--- config.mk ---
export PLATFORM = sky130hd
export DESIGN_NAME = pid_arx_closed_loop_step
export DESIGN_NICKNAME = d
export VERILOG_FILES = /design/src/hw/rtl/pid_arx_pkg.sv /design/src/hw/rtl/pid_arx_ctrl.sv /design/src/hw/rtl/pid_arx_dp.sv /design/src/hw/rtl/pid_arx_closed_loop_step.sv
export SDC_FILE = /design/constraint.sdc
export NUM_CORES = 2
export LEC_CHECK = 0
export BUFFER_PORTS_ARGS = -buffer_cell sky130_fd_sc_hd__buf_2
export CORE_ASPECT_RATIO = 0.7
export CORE_MARGIN = 3
export CORE_UTILIZATION = 41
export DETAILED_ROUTE_END_ITERATION = 8
export GPL_TIMING_DRIVEN = 0
export PLACE_DENSITY_LB_ADDON = 0.2
export SETUP_SLACK_MARGIN = 0.2
export SKIP_CTS_REPAIR_TIMING = 1
export SYNTH_ARGS = -nofsm -noshare
export SYNTH_HDL_FRONTEND = slang
export SYNTH_HIERARCHICAL = 1
export SYNTH_SLANG_ARGS = --single-unit
export TNS_END_PERCENT = 30
--- constraint.sdc ---
create_clock -name clock -period 12.3 [get_ports clock]
set_input_delay 1.23 -clock clock [delete_from_list [all_inputs] [get_ports clock]]
set_output_delay 1.23 -clock clock [all_outputs]
set_load 0.05 [all_outputs]
--- src/hw/rtl/pid_arx_pkg.sv ---
// Shared types, constants and arithmetic helpers for the PID/ARX closed-loop step block.
package pid_arx_pkg;

   localparam int FRAC_BITS = 16;
   localparam int WORD_W    = 32;
   localparam int PROD_W    = 2 * WORD_W;
   localparam int RND_W     = PROD_W - FRAC_BITS;
   localparam int ACC_W     = RND_W + 2;
   localparam int CSR_IDX_W = 4;
   localparam int MODE_W    = 2;
   localparam int DSUM_W    = 6;

   typedef logic signed [WORD_W-1:0] word_type;
   typedef logic signed [PROD_W-1:0] prod_type;
   typedef logic signed [RND_W-1:0]  rnd_type;
   typedef logic signed [ACC_W-1:0]  acc_type;

   localparam longint SIN60_Q30 = 64'sd929887697;
   localparam word_type Q_ONE = WORD_W'(64'sd1 <<< FRAC_BITS);
   localparam word_type Q_SIN60 =
      WORD_W'((SIN60_Q30 + (64'sd1 <<< (29 - FRAC_BITS))) >>> (30 - FRAC_BITS));
   localparam logic [WORD_W-1:0] STEP_START = WORD_W'(5);

   localparam acc_type SAT_MAX = ACC_W'(32'sh7fffffff);
   localparam acc_type SAT_MIN = ACC_W'(32'sh80000000);

   typedef enum logic [CSR_IDX_W-1:0] {
      REG_GAIN_P     = 4'd0,
      REG_GAIN_I     = 4'd1,
      REG_GAIN_D     = 4'd2,
      REG_TARGET     = 4'd3,
      REG_WAVE_MODE  = 4'd4,
      REG_FB_COEF1   = 4'd5,
      REG_FWD_COEF0  = 4'd6,
      REG_FWD_COEF1  = 4'd7
   } csr_index_type;

   typedef enum logic [MODE_W-1:0] {
      WAVE_STEP   = 2'd0,
      WAVE_SINE   = 2'd1,
      WAVE_SQUARE = 2'd2
   } wave_mode_type;

   typedef enum logic [3:0] {
      ST_IDLE, ST_Y0, ST_Y1, ST_Y2, ST_YSAT, ST_ERR,
      ST_INT, ST_P1, ST_P2, ST_CSAT, ST_DRIVE
   } state_type;

   typedef enum logic [2:0] {
      MS_B0, MS_B1, MS_A1, MS_KP, MS_KI, MS_KD
   } mul_sel_type;

   typedef enum logic [1:0] {
      AC_HOLD, AC_LOAD, AC_ADD
   } acc_op_type;

   typedef struct packed {
      logic        load_req;
      logic        mul_en;
      mul_sel_type mul_sel;
      acc_op_type  acc_op;
      logic        y_sat;
      logic        err_calc;
      logic        int_upd;
      logic        ctrl_sat;
      logic        commit;
   } cmd_type;

   // Round to nearest with ties toward plus infinity, then drop the fraction.
   function automatic rnd_type round_prod(input prod_type p);
      prod_type t;
      t = p + (PROD_W'(1) <<< (FRAC_BITS - 1));
      return t[PROD_W-1:FRAC_BITS];
   endfunction

   function automatic word_type sat_word(input acc_type v);
      word_type r;
      if (v > SAT_MAX) begin
         r = SAT_MAX[WORD_W-1:0];
      end else if (v < SAT_MIN) begin
         r = SAT_MIN[WORD_W-1:0];
      end else begin
         r = v[WORD_W-1:0];
      end
      return r;
   endfunction

   // Base-4 digit sum; since 4 is 1 mod 3 it keeps the value mod 3.
   function automatic logic [DSUM_W-1:0] digit_sum(input logic [WORD_W-1:0] x);
      logic [DSUM_W-1:0] s;
      s = '0;
      for (int i = 0; i < WORD_W / 2; i++) begin
         s = s + DSUM_W'(x[2*i +: 2]);
      end
      return s;
   endfunction

   function automatic logic [1:0] mod3_small(input logic [DSUM_W-1:0] s);
      logic [3:0] t;
      logic [2:0] u;
      logic [1:0] r;
      t = 4'(s[1:0]) + 4'(s[3:2]) + 4'(s[5:4]);
      u = 3'(t[1:0]) + 3'(t[3:2]);
      r = (u >= 3'd3) ? 2'(u - 3'd3) : u[1:0];
      return r;
   endfunction

   // Index mod 6 follows from the index mod 3 and its lowest bit.
   function automatic word_type wave_value(input logic [WORD_W-1:0] idx,
                                           input logic [1:0] r3,
                                           input logic [MODE_W-1:0] mode);
      word_type w;
      unique case (mode)
         WAVE_SINE: begin
            if (r3 == 2'd0) begin
               w = '0;
            end else if ((r3 == 2'd1 && idx[0]) || (r3 == 2'd2 && !idx[0])) begin
               w = Q_SIN60;
            end else begin
               w = -Q_SIN60;
            end
         end
         WAVE_SQUARE: w = (r3 < 2'd2) ? Q_ONE : '0;
         default:     w = (idx >= STEP_START) ? Q_ONE : '0;
      endcase
      return w;
   endfunction

endpackage

--- src/hw/rtl/pid_arx_ctrl.sv ---
// Sequencing state machine for the PID/ARX step: orders the shared multiplier and commits.
module pid_arx_ctrl (
   input  logic                 clock,
   input  logic                 reset,
   input  logic                 req_valid,
   output logic                 req_ready,
   output logic                 rsp_valid,
   input  logic                 rsp_ready,
   output pid_arx_pkg::cmd_type cmd
);

   pid_arx_pkg::state_type state_ff, state_in;
   logic rsp_valid_ff, rsp_valid_in;

   always_comb begin
      state_in = state_ff;
      unique case (state_ff)
         pid_arx_pkg::ST_IDLE:  if (req_valid) state_in = pid_arx_pkg::ST_Y0;
         pid_arx_pkg::ST_Y0:    state_in = pid_arx_pkg::ST_Y1;
         pid_arx_pkg::ST_Y1:    state_in = pid_arx_pkg::ST_Y2;
         pid_arx_pkg::ST_Y2:    state_in = pid_arx_pkg::ST_YSAT;
         pid_arx_pkg::ST_YSAT:  state_in = pid_arx_pkg::ST_ERR;
         pid_arx_pkg::ST_ERR:   state_in = pid_arx_pkg::ST_INT;
         pid_arx_pkg::ST_INT:   state_in = pid_arx_pkg::ST_P1;
         pid_arx_pkg::ST_P1:    state_in = pid_arx_pkg::ST_P2;
         pid_arx_pkg::ST_P2:    state_in = pid_arx_pkg::ST_CSAT;
         pid_arx_pkg::ST_CSAT:  state_in = pid_arx_pkg::ST_DRIVE;
         pid_arx_pkg::ST_DRIVE: if (!rsp_valid_ff || rsp_ready) state_in = pid_arx_pkg::ST_IDLE;
         default:               state_in = pid_arx_pkg::ST_IDLE;
      endcase
   end

   always_comb begin
      cmd         = '0;
      cmd.mul_sel = pid_arx_pkg::MS_B0;
      cmd.acc_op  = pid_arx_pkg::AC_HOLD;
      req_ready   = 1'b0;
      unique case (state_ff)
         pid_arx_pkg::ST_IDLE: begin
            req_ready    = 1'b1;
            cmd.load_req = req_valid;
         end
         pid_arx_pkg::ST_Y0: begin
            cmd.mul_en  = 1'b1;
            cmd.mul_sel = pid_arx_pkg::MS_B0;
         end
         pid_arx_pkg::ST_Y1: begin
            cmd.mul_en  = 1'b1;
            cmd.mul_sel = pid_arx_pkg::MS_B1;
            cmd.acc_op  = pid_arx_pkg::AC_LOAD;
         end
         pid_arx_pkg::ST_Y2: begin
            cmd.mul_en  = 1'b1;
            cmd.mul_sel = pid_arx_pkg::MS_A1;
            cmd.acc_op  = pid_arx_pkg::AC_ADD;
         end
         pid_arx_pkg::ST_YSAT: cmd.y_sat = 1'b1;
         pid_arx_pkg::ST_ERR:  cmd.err_calc = 1'b1;
         pid_arx_pkg::ST_INT: begin
            cmd.int_upd = 1'b1;
            cmd.mul_en  = 1'b1;
            cmd.mul_sel = pid_arx_pkg::MS_KP;
         end
         pid_arx_pkg::ST_P1: begin
            cmd.mul_en  = 1'b1;
            cmd.mul_sel = pid_arx_pkg::MS_KI;
            cmd.acc_op  = pid_arx_pkg::AC_LOAD;
         end
         pid_arx_pkg::ST_P2: begin
            cmd.mul_en  = 1'b1;
            cmd.mul_sel = pid_arx_pkg::MS_KD;
            cmd.acc_op  = pid_arx_pkg::AC_ADD;
         end
         pid_arx_pkg::ST_CSAT:  cmd.ctrl_sat = 1'b1;
         pid_arx_pkg::ST_DRIVE: cmd.commit = !rsp_valid_ff || rsp_ready;
         default: ;
      endcase
   end

   // The output register holds one finished request until the receiver takes it.
   always_comb begin
      rsp_valid_in = rsp_valid_ff;
      if (cmd.commit) begin
         rsp_valid_in = 1'b1;
      end else if (rsp_ready) begin
         rsp_valid_in = 1'b0;
      end
   end

   always_ff @(posedge clock) begin
      if (reset) begin
         state_ff     <= pid_arx_pkg::ST_IDLE;
         rsp_valid_ff <= 1'b0;
      end else begin
         state_ff     <= state_in;
         rsp_valid_ff <= rsp_valid_in;
      end
   end

   assign rsp_valid = rsp_valid_ff;

   a_commit_no_overwrite: assert property (@(posedge clock) disable iff (reset)
      cmd.commit |-> (!rsp_valid_ff || rsp_ready))
      else $error("result committed over one not yet taken");

   a_commit_shows_result: assert property (@(posedge clock) disable iff (reset)
      cmd.commit |=> rsp_valid_ff)
      else $error("committed result not presented");

   a_accept_starts_work: assert property (@(posedge clock) disable iff (reset)
      (req_valid && req_ready) |=> state_ff == pid_arx_pkg::ST_Y0)
      else $error("accepted request did not start the sequence");

   a_drive_waits: assert property (@(posedge clock) disable iff (reset)
      (state_ff == pid_arx_pkg::ST_DRIVE && !cmd.commit) |=>
         state_ff == pid_arx_pkg::ST_DRIVE)
      else $error("left final state without committing");

endmodule

--- src/hw/rtl/pid_arx_dp.sv ---
// Datapath for the PID/ARX step: registers, shared multiplier, accumulator and loop state.
module pid_arx_dp (
   input  logic                                       clock,
   input  logic                                       reset,
   input  pid_arx_pkg::cmd_type                       cmd,
   input  logic [pid_arx_pkg::WORD_W-1:0]             req_step_index,
   input  logic                                       csr_write,
   input  logic [pid_arx_pkg::CSR_IDX_W-1:0]          csr_index,
   input  logic [pid_arx_pkg::WORD_W-1:0]             csr_data,
   output logic signed [pid_arx_pkg::WORD_W-1:0]      rsp_plant_output,
   output logic signed [pid_arx_pkg::WORD_W-1:0]      rsp_control_value,
   output logic signed [pid_arx_pkg::WORD_W-1:0]      rsp_model_drive,
   output logic signed [pid_arx_pkg::WORD_W-1:0]      rsp_wave_value
);

   pid_arx_pkg::word_type gain_p_ff, gain_i_ff, gain_d_ff, target_ff;
   pid_arx_pkg::word_type fb_coef1_ff, fwd_coef0_ff, fwd_coef1_ff;
   logic [pid_arx_pkg::MODE_W-1:0] wave_mode_ff;

   logic [pid_arx_pkg::WORD_W-1:0] index_ff;
   logic [pid_arx_pkg::DSUM_W-1:0] dsum_ff;
   pid_arx_pkg::word_type wave_ff;

   pid_arx_pkg::word_type mul_a, mul_b;
   pid_arx_pkg::prod_type prod_ff;
   pid_arx_pkg::acc_type  acc_ff, prod_ext;

   pid_arx_pkg::word_type y_ff, e_ff, de_ff, ctrl_ff, drive_in;
   pid_arx_pkg::word_type error_sum_ff, last_error_ff, drive0_ff, drive1_ff, out_hist_ff;

   pid_arx_pkg::word_type out_y_ff, out_ctrl_ff, out_drive_ff, out_wave_ff;

   always_ff @(posedge clock) begin
      if (reset) begin
         gain_p_ff    <= 32'sd65536;
         gain_i_ff    <= 32'sd6554;
         gain_d_ff    <= 32'sd3277;
         target_ff    <= '0;
         wave_mode_ff <= pid_arx_pkg::WAVE_SQUARE;
         fb_coef1_ff  <= 32'sd32768;
         fwd_coef0_ff <= 32'sd39322;
         fwd_coef1_ff <= 32'sd45875;
      end else if (csr_write) begin
         unique case (csr_index)
            pid_arx_pkg::REG_GAIN_P:    gain_p_ff    <= csr_data;
            pid_arx_pkg::REG_GAIN_I:    gain_i_ff    <= csr_data;
            pid_arx_pkg::REG_GAIN_D:    gain_d_ff    <= csr_data;
            pid_arx_pkg::REG_TARGET:    target_ff    <= csr_data;
            pid_arx_pkg::REG_WAVE_MODE: wave_mode_ff <= csr_data[pid_arx_pkg::MODE_W-1:0];
            pid_arx_pkg::REG_FB_COEF1:  fb_coef1_ff  <= csr_data;
            pid_arx_pkg::REG_FWD_COEF0: fwd_coef0_ff <= csr_data;
            pid_arx_pkg::REG_FWD_COEF1: fwd_coef1_ff <= csr_data;
            default: ;
         endcase
      end
   end

   // The index stays put for the whole sequence, so the generator settles in two stages.
   always_ff @(posedge clock) begin
      if (cmd.load_req) begin
         index_ff <= req_step_index;
      end
      dsum_ff <= pid_arx_pkg::digit_sum(index_ff);
      wave_ff <= pid_arx_pkg::wave_value(index_ff, pid_arx_pkg::mod3_small(dsum_ff),
                                         wave_mode_ff);
   end

   always_comb begin
      unique case (cmd.mul_sel)
         pid_arx_pkg::MS_B0: begin mul_a = fwd_coef0_ff; mul_b = drive0_ff;    end
         pid_arx_pkg::MS_B1: begin mul_a = fwd_coef1_ff; mul_b = drive1_ff;    end
         pid_arx_pkg::MS_A1: begin mul_a = fb_coef1_ff;  mul_b = out_hist_ff;  end
         pid_arx_pkg::MS_KP: begin mul_a = gain_p_ff;    mul_b = e_ff;         end
         pid_arx_pkg::MS_KI: begin mul_a = gain_i_ff;    mul_b = error_sum_ff; end
         pid_arx_pkg::MS_KD: begin mul_a = gain_d_ff;    mul_b = de_ff;        end
         default:            begin mul_a = gain_p_ff;    mul_b = e_ff;         end
      endcase
   end

   assign prod_ext = pid_arx_pkg::ACC_W'(pid_arx_pkg::round_prod(prod_ff));
   assign drive_in = pid_arx_pkg::sat_word(pid_arx_pkg::ACC_W'(wave_ff)
                                           + pid_arx_pkg::ACC_W'(ctrl_ff));

   always_ff @(posedge clock) begin
      if (cmd.mul_en) begin
         prod_ff <= pid_arx_pkg::PROD_W'(mul_a) * pid_arx_pkg::PROD_W'(mul_b);
      end
      unique case (cmd.acc_op)
         pid_arx_pkg::AC_LOAD: acc_ff <= prod_ext;
         pid_arx_pkg::AC_ADD:  acc_ff <= acc_ff + prod_ext;
         default: ;
      endcase
      // The feedback term enters with a minus sign.
      if (cmd.y_sat) begin
         y_ff <= pid_arx_pkg::sat_word(acc_ff - prod_ext);
      end
      if (cmd.err_calc) begin
         e_ff <= pid_arx_pkg::sat_word(pid_arx_pkg::ACC_W'(target_ff)
                                       - pid_arx_pkg::ACC_W'(y_ff));
      end
      if (cmd.int_upd) begin
         de_ff <= pid_arx_pkg::sat_word(pid_arx_pkg::ACC_W'(e_ff)
                                        - pid_arx_pkg::ACC_W'(last_error_ff));
      end
      if (cmd.ctrl_sat) begin
         ctrl_ff <= pid_arx_pkg::sat_word(acc_ff + prod_ext);
      end
      if (cmd.commit) begin
         out_y_ff     <= y_ff;
         out_ctrl_ff  <= ctrl_ff;
         out_drive_ff <= drive_in;
         out_wave_ff  <= wave_ff;
      end
   end

   always_ff @(posedge clock) begin
      if (reset) begin
         error_sum_ff  <= '0;
         last_error_ff <= '0;
         drive0_ff     <= '0;
         drive1_ff     <= '0;
         out_hist_ff   <= '0;
      end else begin
         if (cmd.int_upd) begin
            error_sum_ff <= pid_arx_pkg::sat_word(pid_arx_pkg::ACC_W'(error_sum_ff)
                                                  + pid_arx_pkg::ACC_W'(e_ff));
         end
         if (cmd.commit) begin
            last_error_ff <= e_ff;
            drive1_ff     <= drive0_ff;
            drive0_ff     <= drive_in;
            out_hist_ff   <= y_ff;
         end
      end
   end

   assign rsp_plant_output  = out_y_ff;
   assign rsp_control_value = out_ctrl_ff;
   assign rsp_model_drive   = out_drive_ff;
   assign rsp_wave_value    = out_wave_ff;

endmodule

--- src/hw/rtl/pid_arx_closed_loop_step.sv ---
// Top level of the closed-loop PID controller driving an ARX plant model, one tick per request.
//
// A request on req_ carries a time index. From it the block makes a test signal, evaluates
// the ARX model from its input and output history, runs the PID on the setpoint error and
// pushes test signal plus control into the history. The response on rsp_ carries the
// model output, the control value, the new model input and the test signal, all Q16.16.
// All handshakes are valid/ready. Register writes arrive on csr_ (index and data) and are
// always accepted; they belong in idle periods. Indexes beyond the register list are ignored.
// The six products go one at a time through a single 32x32 multiplier, interleaved with
// the saturating sums, in a fixed sequence.
// req_ready is high only while the sequencer is idle. A finished response waits in the
// output register while the next request is already being worked on; if the receiver
// still stalls when that next one is done, the sequencer holds in its last step.
// Reset (synchronous, active high) restores the register defaults, clears the
// integrator, last error and the model histories, and drops rsp_valid.
module pid_arx_closed_loop_step (
   input  logic                                  clock,
   input  logic                                  reset,
   input  logic                                  req_valid,
   output logic                                  req_ready,
   input  logic [pid_arx_pkg::WORD_W-1:0]        req_step_index,
   output logic                                  rsp_valid,
   input  logic                                  rsp_ready,
   output logic signed [pid_arx_pkg::WORD_W-1:0] rsp_plant_output,
   output logic signed [pid_arx_pkg::WORD_W-1:0] rsp_control_value,
   output logic signed [pid_arx_pkg::WORD_W-1:0] rsp_model_drive,
   output logic signed [pid_arx_pkg::WORD_W-1:0] rsp_wave_value,
   input  logic                                  csr_valid,
   output logic                                  csr_ready,
   input  logic [pid_arx_pkg::CSR_IDX_W-1:0]     csr_index,
   input  logic [pid_arx_pkg::WORD_W-1:0]        csr_data
);

   pid_arx_pkg::cmd_type cmd;

   assign csr_ready = 1'b1;

   pid_arx_ctrl u_ctrl (
      .clock     (clock),
      .reset     (reset),
      .req_valid (req_valid),
      .req_ready (req_ready),
      .rsp_valid (rsp_valid),
      .rsp_ready (rsp_ready),
      .cmd       (cmd)
   );

   pid_arx_dp u_dp (
      .clock             (clock),
      .reset             (reset),
      .cmd               (cmd),
      .req_step_index    (req_step_index),
      .csr_write         (csr_valid && csr_ready),
      .csr_index         (csr_index),
      .csr_data          (csr_data),
      .rsp_plant_output  (rsp_plant_output),
      .rsp_control_value (rsp_control_value),
      .rsp_model_drive   (rsp_model_drive),
      .rsp_wave_value    (rsp_wave_value)
   );

endmodule

==> flow_results.org <==
** Synth
- Synthesized cell area :: 79,370 µm²
- Top flip-flop cell by instance count after synthesis :: dfxtp_1
- In this run, synthesis produced a sequential element count of 760.
- The top cell type by area accounts for 28.15% of the synthesized area.
- After synthesis, the mean cell area works out to 9.030 µm².
- Post-Synth Simple-Gate Area :: 14.68%
- Sequential cells were found to cover 23.70% of the synthesized design area.
- The number of different library cells used by synthesis comes to 103.
- Post-synth top area cell :: fa_1
- After synthesis, the share of cell area in mux cells is 3.317%.
- Number of synthesized flops with an enable pin :: 359
- Of the total synthesized cell area, the portion taken by XOR and XNOR cells is 3.366%.
- Synth warnings :: 6
- Share of flip-flops with an asynchronous set or reset :: 0%
- By area the synthesized netlist is led by fa_1 (28%), edfxtp_1 (14%), dfxtp_1 (10%).
- Summing the areas of all compound-gate instances in the mapped netlist gives 11.36% of the synthesized area.
- After synthesis, the largest family of logic cells by area is adder cells.
- Summing the areas of all fa, ha and maj instances in the mapped netlist gives 35.19% of the synthesized area.
- Synthesis produced 8,790 cells.

** Global route
- Largest net degree at the start of global routing :: 102
- Number of antenna violations at the first check in global routing :: 24
- Met1 routing resource usage after global routing :: 52.44%
- Met2 usage in global routing :: 45.83%
- Met3 global-route usage :: 13.79%
- The first global-routing pass estimated 498,900 µm of wire.
- The total overflow left after global routing is 0.
- In this run the most used layer during global routing was met1.
- Via count of the first global-routing pass :: 65,290
- Global-route usage over all layers :: 35.17%

** Route
- First drt pass iteration count :: 7
- Total via count after detailed routing :: 68,800
- Mean routed wirelength per cell :: 30.27 µm
- Total detailed-routing wirelength :: 357,900 µm
- Detailed-route DRC error count :: 0
- Number of routed nets with antenna violations :: 0
- Number of DRC markers in iteration 0 :: 9,226
- Via density per instance :: 5.818

** Power
- Power spread over the standard cell area amounts to 83.77 nW/µm².
- Summed over all cells, the static leakage comes to 38.58 nW.
- IR analysis of the VDD net gives a maximum drop of 0.1461 mV.
- Overall power consumption after layout is estimated at 7.459 mW.

** Worst setup path
- Of all nets on the critical path, the largest fanout is 10.
- In this run the critical register-to-register path is launched from u_ctrl/state_ff[2].
- The worst register-to-register path ends at u_dp/prod_ff[59].
- At the worst endpoint, the required time is 12,740 ps.
- Minimum setup slack among reg-to-reg paths :: 300 ps
- Type of the worst setup path :: reg2reg
- The worst setup path is launched from a flop.
- On the worst path, the slowest cell contributes a delay of 630 ps.
- Measured in cells, the most critical reg-to-reg path has a length of 40.
- Following the worst setup path forward leads to its endpoint at u_dp/prod_ff[59].
- Startpoint of the most critical setup path :: u_ctrl/state_ff[2]
- At the worst endpoint, the arrival time is 12,440 ps.
- By instance count, the cell type seen most on the critical path is fa_1.
- Endpoint type of the worst setup path :: flop
- The largest individual stage delay along the critical path comes from the cell fa_2.

** Place
- Routability cong. :: 1.054
- Detailed Place HPWL :: 293,500 µm
- Count of input and output buffers :: 198
- Place WS :: -4796 ps

** Timing
- The final-report max-slew violation count was 0.
- Top achievable clock speed :: 83.34 MHz
- The smallest clock period supported by the final layout is computed as 12,000 ps.
- Across the routed clock network, the largest skew measured is 37.63 ps.
- Worst hold slack after final layout :: 456.6 ps
- The number of endpoints with negative hold slack in the final report is 0.
- Max-slew headroom :: 9.963%
- Final setup vio count :: 0
- Setup slack on the critical path of the routed design comes to 301.1 ps.
- In the finished design, the share of the clock period the worst path needs comes to 97.55%.
- Setup repair after global routing left no endpoint under its margin.
- Transition at the pin with the smallest max-transition slack :: 1348 ps

** Die
- Core ar. :: 191,500 µm²
- IO Count :: 204
- The initial utilization of the core area, before any placement, comes to 41.45%.
- From left edge to right edge, the die measures 531.9 µm.
- Overall die height :: 374.1 µm
- # rows :: 134
- The floorplan step defined a die boundary enclosing 199,000 µm².

** Cells and area
- In the final layout, the multi-input gates occupy 54,990 µm².
- The area growth from synthesis to layout is 12.19%.
- Reg with most FFs :: u_dp/acc_ff
- Final cell utilization of the core :: 46.51%
- After the last flow step, the layout net total stands at 10,770.
- In the final layout, flip-flops and latches occupy 18,810 µm².
- The largest registers in the layout are u_dp/acc_ff (50), u_dp/prod_ff (49).
- Of the cells placed in the final design, the portion with a size suffix greater than 1 is 10.39%.
- Filler cells :: 18,620
- The register with the most flip-flops in the layout has 50 of them.

** Clock network
- Clock tree synthesis inserted a total of 74 buffers.
- TritonCTS built the clock tree.
- CTS built an H-tree with a depth of 3.
- Cell chosen for the clock root :: clkbuf_16
- The clock drives 760 sinks.
- The clock passes through at most 3 buffers.
- Later-pin clock latency in the skew report :: 710 ps
- CTS clock-pin slew for the worst setup and hold paths :: 70 ps

** Job
- Across the run, the number of max-cap violations was 0.

** Worst hold path
- Worst hold path class :: reg2reg

** Outcome
- Status :: completed
==> layer usage <==
metal  up-vias  share of wire (%)
met2      4137                 38
li1      29200                  -
met3       586                 14
met1     34860                 44
met5         -               0.12
met4        16                3.6
==> worst min-delay path by stage <==
stage / start / endpoint / slack, ps / cells past startpoint
final: u_dp/gain_d_ff[28] / u_dp/gain_d_ff[28] / 460 / 2
after global routing: u_dp/ctrl_ff[12] / u_dp/rsp_control_value[12] / 460 / 0
after CTS: u_dp/fb_coef1_ff[27] / u_dp/fb_coef1_ff[27] / 450 / 2
after detailed placement: u_dp/wave_ff[16] / u_dp/rsp_wave_value[16] / 440 / 0
after global placement: u_dp/wave_ff[16] / u_dp/rsp_wave_value[16] / 440 / 0
after floorplan: u_dp/wave_ff[16] / u_dp/rsp_wave_value[16] / 410 / 0
==> cell usage after synthesis (34+ instances only) <==
| cell type | n |
|---|---|
| o21ai_1 | 60 |
| o21ai_0 | 273 |
| nand3_1 | 106 |
| nor3_1 | 90 |
| ha_1 | 420 |
| a31oi_1 | 34 |
| a21oi_1 | 584 |
| buf_4 | 37 |
| xor2_1 | 95 |
| nand2b_1 | 82 |
| edfxtp_1 | 359 |
| nand2_1 | 1193 |
| and2_1 | 41 |
| nor2b_1 | 52 |
| buf_2 | 40 |
| a21o_1 | 122 |
| o21bai_1 | 51 |
| nor2_1 | 927 |
| inv_1 | 1234 |
| mux2i_1 | 209 |
| o21a_1 | 44 |
| fa_1 | 1116 |
| dfxtp_1 | 401 |
| xnor2_1 | 210 |
| nor4_1 | 36 |
| nand4_1 | 53 |
| clkbuf_1 | 369 |
==> layout by cell type (no fill, tap or decap), types with 36 or more instances in the layout <==
master     synthesis  layout
buf_6              3      58
clkbuf_1         369     215
and2_1            41      40
o21ai_1           60      56
nor4_1            36      36
a21o_1           122     116
xnor2_1          210     208
fa_1            1116    1106
inv_1           1234    1231
a21oi_1          584     557
nand3_1          106     106
o21bai_1          51      51
edfxtp_1         359     359
buf_4             37     104
clkbuf_16          0      78
xor2_1            95      94
o21ai_2           26      36
clkbuf_4           0      53
nor2_1           927     911
nand4_1           53      53
mux2i_1          209     195
ha_1             420     420
buf_2             40     234
clkbuf_2           1      71
nor2b_1           52      50
dfxtp_1          401     401
o21ai_0          273     256
nand2b_1          82      80
nor3_1            90      67
nand2_1         1193    1191
==> worst max-delay path: cells and delay by family (launching register included) <==
family	cells	cell delay, ps
adder cells (fa/ha/maj)	9	4740
flip-flops	1	400
XOR/XNOR	1	270
AND/OR/NAND/NOR	4	810
buffers and inverters	13	2600
AO/OA/AOI/OAI	13	2870
==> power by group <==
part	internal [mW]	switching (mW)
Sequential	2.75	0.0614
Clock	1.27	1.16
Combinational	0.750	1.46
Total	4.78	2.68
==> cell families after synthesis <==
family / Yosys count
simple gates: 2727
buf+inv: 1716
fa+ha+maj: 1569
compound gates: 1469
flops: 760
xor+xnor: 305
mux: 242
other cells: 2
==> cell type report <==
class / count / area share (%)
Antenna cell: 22 / 0.06183
Timing Repair Buffer: 290 / 2.309
Inverter: 1239 / 5.236
Clock buffer: 101 / 2.369
Clock inverter: 37 / 0.3934
Tap cell: 2584 / 3.631
Multi-Input combinational cell: 6315 / 61.76
Sequential cell: 760 / 21.12
Buffer: 477 / 3.119
==> per-stage QoR <==
step	instance area [µm²]	TNS [ps]	std cells
final	89040	0	11830
after global routing	88990	0	11800
after CTS	86760	-164970	11750
after detailed placement	84300	-160700	11610
after global placement	83600	-192880	11570
after floorplan	79370	0	8791
Note: power is estimated with default switching activity, not from simulation.
